<file path="src/design/sme_pkg.sv">
// shared types, request codes and letter coding for the subsequence match engine
`default_nettype none
package sme_pkg;

	localparam int CODE_W = 6;

	typedef logic [1:0] req_t;
	localparam req_t REQ_APPEND = 2'd0;
	localparam req_t REQ_QUERY  = 2'd1;
	localparam req_t REQ_CLEAR  = 2'd2;

	typedef enum logic [1:0] {
		ST_IDLE = 2'b01,
		ST_SCAN = 2'b10
	} state_t;

	typedef struct packed {
		logic append;     // store the accepted letter at the end of the text
		logic clear;      // empty the text and drop any open query
		logic skip;       // query letter of an already failed query
		logic scan_start; // load a query letter and set up the scan
		logic scan;       // scan in progress
	} cmd_t;

	typedef struct packed {
		logic scan_done;  // hit found or text exhausted
		logic in_query;
		logic failed;
	} sts_t;

	// lowercase to 0..25, everything else (symbol - 'A' + 26) mod 64
	function automatic logic [CODE_W-1:0] letter_code(input logic [6:0] sym);
		logic [6:0] t;
		begin
			if (sym >= 7'd97 && sym <= 7'd122) begin
				t = sym - 7'd97;
			end else begin
				t = sym - 7'd39;
			end
			return t[CODE_W-1:0];
		end
	endfunction

endpackage
`default_nettype wire

</file>
<file path="src/design/sme_ctrl.sv">
// controller state machine for the subsequence match engine
`default_nettype none
module sme_ctrl (
	input  wire logic          clk,
	input  wire logic          arst_n,
	input  wire logic          start,
	input  wire logic [1:0]    req_type,
	input  wire sme_pkg::sts_t sts,
	output      logic          busy,
	output      sme_pkg::cmd_t cmd
);
	import sme_pkg::*;

	state_t state_q, state_d;
	logic   accept;

	assign busy   = (state_q == ST_SCAN);
	assign accept = start && !busy;

	always_comb begin
		cmd     = '0;
		state_d = state_q;
		unique case (state_q)
			ST_IDLE: begin
				if (accept) begin
					priority if (req_type == REQ_APPEND) begin
						cmd.append = 1'b1;
					end else if (req_type == REQ_CLEAR) begin
						cmd.clear = 1'b1;
					end else if (req_type == REQ_QUERY) begin
						if (sts.in_query && sts.failed) begin
							cmd.skip = 1'b1;
						end else begin
							cmd.scan_start = 1'b1;
							state_d        = ST_SCAN;
						end
					end else begin
						cmd = '0;
					end
				end
			end
			ST_SCAN: begin
				cmd.scan = 1'b1;
				if (sts.scan_done) begin
					state_d = ST_IDLE;
				end
			end
			default: begin
				state_d = ST_IDLE;
			end
		endcase
	end

	always_ff @(posedge clk or negedge arst_n) begin
		if (!arst_n) begin
			state_q <= ST_IDLE;
		end else begin
			state_q <= state_d;
		end
	end

endmodule
`default_nettype wire

</file>
<file path="config.mk">
export PLATFORM = sky130hd
export DESIGN_NAME = sme_ctrl
export DESIGN_NICKNAME = d
export VERILOG_FILES = /design/src/design/sme_pkg.sv /design/src/design/sme_ctrl.sv
export SDC_FILE = /design/constraint.sdc
export NUM_CORES = 1
export LEC_CHECK = 0
export ABC_CLOCK_PERIOD_IN_PS = 1500
export BUFFER_PORTS_ARGS = -buffer_cell sky130_fd_sc_hd__buf_2
export CAP_MARGIN = 15
export CORE_AREA = 2 2 39 41
export DETAILED_ROUTE_END_ITERATION = 8
export DIE_AREA = 0 0 41 43
export PLACE_DENSITY = 0.42
export SETUP_SLACK_MARGIN = 0.2
export SYNTH_ARGS = -nofsm -noshare
export SYNTH_HDL_FRONTEND = slang
export SYNTH_SLANG_ARGS = --single-unit
</file>
<file path="constraint.sdc">
create_clock -name clk -period 1.5 [get_ports clk]
set_clock_uncertainty 0.05 [all_clocks]
set_input_delay 0.3 -clock clk [delete_from_list [all_inputs] [get_ports clk]]
set_output_delay 0.3 -clock clk [all_outputs]
set_load 0.01 [all_outputs]
</file>
==> results of run 1 <==
[critical path: cells and delay by family (launching register included)]
kind / cells / cell delay [ns]
flops: 1 / 0.55
simple gates: 2 / 0.24
buf+inv: 1 / 0.13
[stage by stage]
stage / TNS [ns] / std cells
floorplan: 0 / 15
global placement: 0 / 43
detailed placement: 0 / 43
CTS: -0.00339 / 49
global route: -0.188 / 49
finish: 0 / 49
[synth_stat cells]
cell type	instances
dfrtp_1	1
a21bo_1	1
buf_4	1
dfstp_2	1
nand4bb_4	1
o22ai_1	1
nand4b_1	1
nor2_1	4
nand2b_1	1
o22a_1	1
inv_1	1
nand3_1	1
[layer usage]
metal | routed length [µm] | global-route usage (%)
met3 | 81 | 6.81
met4 | 0 | 4.00
met2 | 122 | 6.56
met5 | 0 | 0
met1 | 218 | 8.71
[how the worst min path moves through the flow]
| stage | endpoint | slack [ns] | cells past startpoint | start |
|---|---|---|---|---|
| 2_1_floorplan | state_q[1] | -0.05 | 0 | arst_n |
| 3_3_place_gp | state_q[1] | 0.04 | 1 | arst_n |
| 3_5_place_dp | state_q[1] | 0.04 | 1 | arst_n |
| 4_1_cts | state_q[1] | 0.23 | 2 | sts[2] |
| 5_1_grt | state_q[1] | 0.27 | 2 | sts[2] |
| 6_report | state_q[1] | 0.24 | 2 | sts[2] |
[power groups by stage]
stage | Clock [mW] | Combinational [mW] | Sequential (mW)
after floorplan | 0 | 0.0168 | 0.0597
after global placement | 0 | 0.0351 | 0.0603
after detailed placement | 0 | 0.0342 | 0.0602
after CTS | 0.140 | 0.0389 | 0.0596
after global routing | 0.146 | 0.0444 | 0.0597
final | 0.132 | 0.0397 | 0.0596
[area by class of cell]
cell class | instances | share of cell area [%]
multi-input cells | 11 | 32.9
repair buffers | 15 | 30.1
flip-flops and latches | 2 | 18.7
clock buffers | 4 | 9.59
well taps | 16 | 7.31
inverters | 1 | 1.37
[cells by family after synthesis]
group | Yosys count
compound gates | 3
simple gates | 8
buf+inv | 2
flops | 2
[repair_timing]
| item | CTS | global route |
|---|---|---|
| setup buffers | 1 | 0 |
| gates resized for setup | 0 | 1 |
| setup endpoints to repair | 6 | 6 |
| pin swaps | 4 | 2 |
| hold buffers | 1 | 0 |
| hold endpoints to repair | 2 | 0 |
| gates cloned | 0 | 0 |
==> parameters.txt, run 1 <==
Parameter                              Value

Finish
  Most common cell after layout, fill and taps aside    buf_2
  Largest registers ranked by flip-flop count    state_q (2)
  Top library cells by usage in the layout, fill and taps aside    buf_2, nor2_1, clkbuf_4
  Non-Filler Cell Area, Final    274 µm²
  Final-stage net count    42
  Number of diodes added for antenna fixing    0
  Largest Register    state_q
  Flip-flop count of the largest register after layout    2
  Share of layout cells above drive strength 1    about three fifths
  Fill cell total of the finished layout    160
  Area growth syn-to-layout    82.5%
  Area used by multi-input combinational logic    90.1 µm²
  Post-route core utilization    19.8%
  Storage element area    between 50 and 60 µm²

Pwr
  Ratio of total power to cell area    843 nW/µm²
  Part of the power in combinational logic    between 10% and 20%
  Proportion of power drawn by the clock network    57.0%
  Proportion of total power due to net switching    between 20% and 30%
  Int Power    ~180 µW
  Total Power    ~230 µW
  Largest voltage drop on the vdd net    0.325 mV
  Static Leakage    ~0.14 nW
  Net Switching    a little over 50 µW
  Relative contribution of sequential cells to total power    25.8%

Logic synthesis
  Summed instance area of the synthesized netlist    150 µm²
  Largest family of logic cells by synthesized area    simple AND/OR/NAND/NOR gates
  Post-synth cell types    12
  Register area share after synthesis    34.2%
  Mux contribution to synthesized area    0%
  Area share of xor/xnor cells in the synthesized design    0%
  Mean instance size in the synthesized netlist    between 10 and 15 µm²
  Top area cells in the synthesized netlist    nand4bb_4, dfstp_2, dfrtp_1
  Post-Synthesis Cells    15
  Count of yosys warnings during synthesis    0
  Share of synthesized cell area in full adder, half adder and majority cells    0%
  Number of register bits inferred by synthesis    2
  Synth Area in Compound Gates    between 10% and 20%
  Post-Synthesis Net Count    23
  Fraction of the mapped netlist area in simple logic gates    between 40% and 50%
  Cell taking the most area after synthesis    nand4bb_4
  Fraction of synthesized cell area taken by the top area cell type    approximately 18%

Status
  Result of the run    finished, final reports clean

Critical path
  Endpoint type of the worst setup path    primary output
  FF-to-FF End    state_q[0]
  Endpoint required time on the critical path    about 1.2 ns
  Launch point of the worst reg-to-reg path    state_q[0]
  Worst setup path class    reg2out
  Startpoint of the worst setup timing path    state_q[0]
  Cell with the largest stage delay on the worst path    dfstp_2
  Nature of the critical path startpoint    register
  Worst R2R Setup Slack    0.37 ns
  Reg2reg path depth    3
  Largest stage delay on the critical path    0.55 ns
  Arrival time of the worst setup path    about 1.1 ns
  Largest fanout of any net on the critical path    4
  CP Capture Point    cmd[2]
  Critical path, cell by cell    nand4bb_4, nor2_1, buf_2

Clock network
  Maximum buffer depth of the clock tree    2
  CTS sink cnt    2
  Clock latency at the later pin of the worst-skew pair    0.23 ns
  Clock tree root driver cell    clkbuf_4
  Clock tree from TritonCTS    done
  H-tree levels    1
  Total CTS buffers    3
  Clock-pin slew on the worst setup and hold paths    about 0.04 ns

Route
  Total wirelength of the detailed-routed design    between 400 and 500 µm
  Iteration-0 DRC Markers    1
  Per-cell routed wire length    8.61 µm
  Number of nets still failing antenna checks after routing    0
  Drt drc    0
  Vias per cell    3.55
  TritonRoute pass-1 iters    2
  Via count    ~170

Timing
  Relative slew slack    91.8%
  Worst-case setup margin in the final layout    0.0157 ns
  Unrepaired setup endpoints after global routing    yes
  Max Transition Viols Final    0
  Portion of the clock cycle consumed by the worst path in the final layout    99.0%
  Number of hold violations in the final report    0
  Highest clock frequency the design can meet    674 MHz
  Measured slew at the worst slew-check pin    0.123 ns
  Tmin final    about 1.5 ns
  Worst slack on hold paths    ~0.24 ns
  Number of setup violations in the final report    0

Global route
  Number of antenna violations at the first check in global routing    0
  Global router's overall resource usage    between 6 and 7%
  Via count of the first global-routing pass    between 150 and 200
  Maximum number of pins on one net before global-route repair    5
  Remaining global-route overflow    0
  First-pass GRT wire length    731 µm

Placed design
  Placer Congestion    around 0.63
  Area post-placement    around 230 µm²
  Setup WS pre-CTS    around 0.21 ns
  Port bufs    13

Floorplan
  Die height    between 40 and 50 µm
  Core area    1380 µm²
  Die Area    1760 µm²
  Top Ports    14
  Number of rows created at floorplan    14
  Starting density of the core    10.8%
  Horizontal die dimension    about 40 µm

Min path
  Type of the worst min-delay path    in2reg

Flow run
  Max-cap violations    0
Note: power is estimated with default switching activity, not from simulation.
==> run 2, diff against run 1 <==
- ABC_AREA: unset -> 1
- PLACE_DENSITY: 0.42 -> 0.41
==> run 2 against run 1 <==
  * The run now ends with negative setup slack left
  * Clock power rose by 4%
  * Core utilization rose by 3.3 points
  * Fmax fell by 5.0%
  * Critical path depth rose by 2
  * Cell area rose by 16%
  * Setup slack got worse by 0.078 ns
  * Register-to-register slack improved by 0.02 ns
  * Total power rose by 6.4%
  * Via count rose by 10%
  * Sequential share of layout area fell by 2.6 points
  * Non-clock buffer count rose by 3
  * Worst hold slack improved by 0.054 ns
==> parameters.txt, run 2 <==
Parameter                              Value

Logic synthesis
  Count of yosys warnings during synthesis    0
  Number of flops mapped to enable cells by yosys    0
  Cell types with the highest counts after synthesis    inv_2, nor3_1, inv_1, nand2_1, nand2_2
  Cell taking the most area after synthesis    dfstp_2
  Mean instance size in the synthesized netlist    between 7 and 8 µm²
  Number of register bits inferred by synthesis    2
  Register area share after synthesis    roughly 34%
  Top area cells in the synthesized netlist    dfstp_2, dfrtp_1, nor3_1
  Post-synth cell types    13
  Fraction of synthesized cell area taken by the top area cell type    about 18%
  Summed instance area of the synthesized netlist    around 150 µm²
  Prevailing post-synth register cell    dfstp_2
  Post-Synthesis Cells    20
  Post-Synthesis Net Count    28
  Ys async rst share    between 90% and 100%

Floorplan
  Core area    1380 µm²
  Die height    roughly 43 µm
  Starting density of the core    between 10% and 20%
  Number of rows created at floorplan    14
  Horizontal die dimension    a little over 40 µm
  Die Area    around 1800 µm²
  Top Ports    14

Route
  Per-cell routed wire length    slightly above 7 µm
  Total wirelength of the detailed-routed design    405 µm
  Drt drc    0
  Vias per cell    3.37
  Number of nets still failing antenna checks after routing    0
  TritonRoute pass-1 iters    3
  Iteration-0 DRC Markers    2
  Via count    192

Min path
  Type of the worst min-delay path    in2reg

Critical path
  Endpoint type of the worst setup path    primary output
  Endpoint required time on the critical path    between 1 and 1.5 ns
  Worst setup path class    reg2out
  Largest fanout of any net on the critical path    3
  Nature of the critical path startpoint    register
  Critical path, cell by cell    nand3_4, nor2_4, inv_2, nor2_2, buf_2
  Cell with the largest stage delay on the worst path    dfstp_2
  Arrival time of the worst setup path    around 1.2 ns
  Largest stage delay on the critical path    0.54 ns

Finish
  Top library cells by usage in the layout, fill and taps aside    buf_2, inv_2, clkbuf_4, buf_6
  Largest registers ranked by flip-flop count    state_q (2)
  Area growth syn-to-layout    114%
  Share of layout cells above drive strength 1    around 73%
  Fill cell total of the finished layout    166
  Storage element area    between 50 and 60 µm²
  Area used by multi-input combinational logic    around 84 µm²
  Number of diodes added for antenna fixing    0
  Final-stage net count    50
  Largest Register    state_q
  Flip-flop count of the largest register after layout    2
  Most common cell after layout, fill and taps aside    buf_2
  Post-route core utilization    a little under a quarter

Flow run
  Max-cap violations    0

Timing
  Unrepaired setup endpoints after global routing    yes
  Tmin final    roughly 1.6 ns
  Measured slew at the worst slew-check pin    around 0.24 ns
  Worst-case setup margin in the final layout    -0.0625 ns
  Max Transition Viols Final    0
  Number of hold violations in the final report    0
  Number of setup violations in the final report    3
  Highest clock frequency the design can meet    around 640 MHz
  Portion of the clock cycle consumed by the worst path in the final layout    104%
  Relative slew slack    a little over four fifths

Clock network
  Maximum buffer depth of the clock tree    2
  CTS sink cnt    2
  Clock tree from TritonCTS    done
  Clock latency at the later pin of the worst-skew pair    approximately 0.23 ns
  Total CTS buffers    3
  Clock-pin slew on the worst setup and hold paths    roughly 0.040 ns
  Clock tree root driver cell    clkbuf_4
  H-tree levels    1

Global route
  Remaining global-route overflow    0
  Maximum number of pins on one net before global-route repair    4
  Global router's overall resource usage    5.03%
  Via count of the first global-routing pass    about 180
  First-pass GRT wire length    roughly 520 µm
  Number of antenna violations at the first check in global routing    0

Pwr
  Total Power    roughly 250 µW
  Static Leakage    0.168 nW
  Ratio of total power to cell area    approximately 770 nW/µm²
  Largest voltage drop on the vdd net    0.167 mV

Placed design
  Placer Congestion    0.556
  Port bufs    13
  DP Wirelength    ~280 µm

Status
  Result of the run    finished with violations
  Violated checks    negative setup slack
run 2: metal layers:
metal	track usage, %	wire length, µm	vias up
li1	-	-	102
met1	3.23	149	76
met2	7.81	191	12
met3	3.14	56	2
met4	6.00	8	0
met5	0	0	-
run 2: area by class of cell:
type                            count  area share, %
Timing Repair Buffer               18           37.3
Clock buffer                        4           8.24
Multi-Input combinational cell     12           26.3
Sequential cell                     2           16.1
Inverter                            5           5.88
Tap cell                           16           6.27
run 2: worst paths after layout:
check | start | end | slack (ns) | depth (start not counted)
hold reg to reg | state_q[1] | state_q[1] | 0.60 | 4
max in group asynchronous | arst_n | state_q[0] | 0.88 | 2
setup / recovery | state_q[0] | cmd[2] | -0.06 | 5
setup reg to reg | state_q[0] | state_q[1] | 0.39 | 5
hold / removal | sts[2] | state_q[1] | 0.29 | 4
min in group asynchronous | arst_n | state_q[1] | 0.33 | 2
run 2: cell families after synthesis:
| logic type | count (synthesis) | synth area share (%) |
|---|---|---|
| simple gates | 11 | 44.5 |
| buf+inv | 6 | 17.7 |
| flops | 2 | 34.5 |
| compound gates | 1 | 3.36 |
run 2: metrics by stage:
stage,area (µm²),setup WS (ns),cells,hold slack [ns],setup TNS (ns)
final,319,-0.0625,57,0.293,-0.151
after global routing,319,-0.121,57,0.307,-0.416
after CTS,304,-0.0972,56,0.289,-0.245
after detailed placement,226,0.136,48,0.0369,0
after global placement,226,0.139,48,0.0372,0
after floorplan,149,0.241,20,-0.0456,0
run 2: repair_timing:
action / CTS / global route
buffers inserted: 3 / 1
setup endpoints to repair: 6 / 6
endpoints found under the hold margin: 2 / 0
hold buffers: 1 / 0
gates resized for setup: 3 / 2
pin swaps: 2 / 1
run 2: report_power, final:
group	internal [mW]	switching [mW]	leakage (nW)	total (mW)
clock	0.0993	0.0377	0.0150	0.137
sequential	0.0574	0.00151	0.0242	0.0589
combinational	0.0271	0.0227	0.129	0.0499
total	0.184	0.0619	0.168	0.246
run 2: worst max-delay path, delay by kind of cell (launching register included):
kind                   cells  cell delay [ns]
DFF                        1             0.54
and+or+nand+nor            3             0.27
buffers and inverters      2             0.17
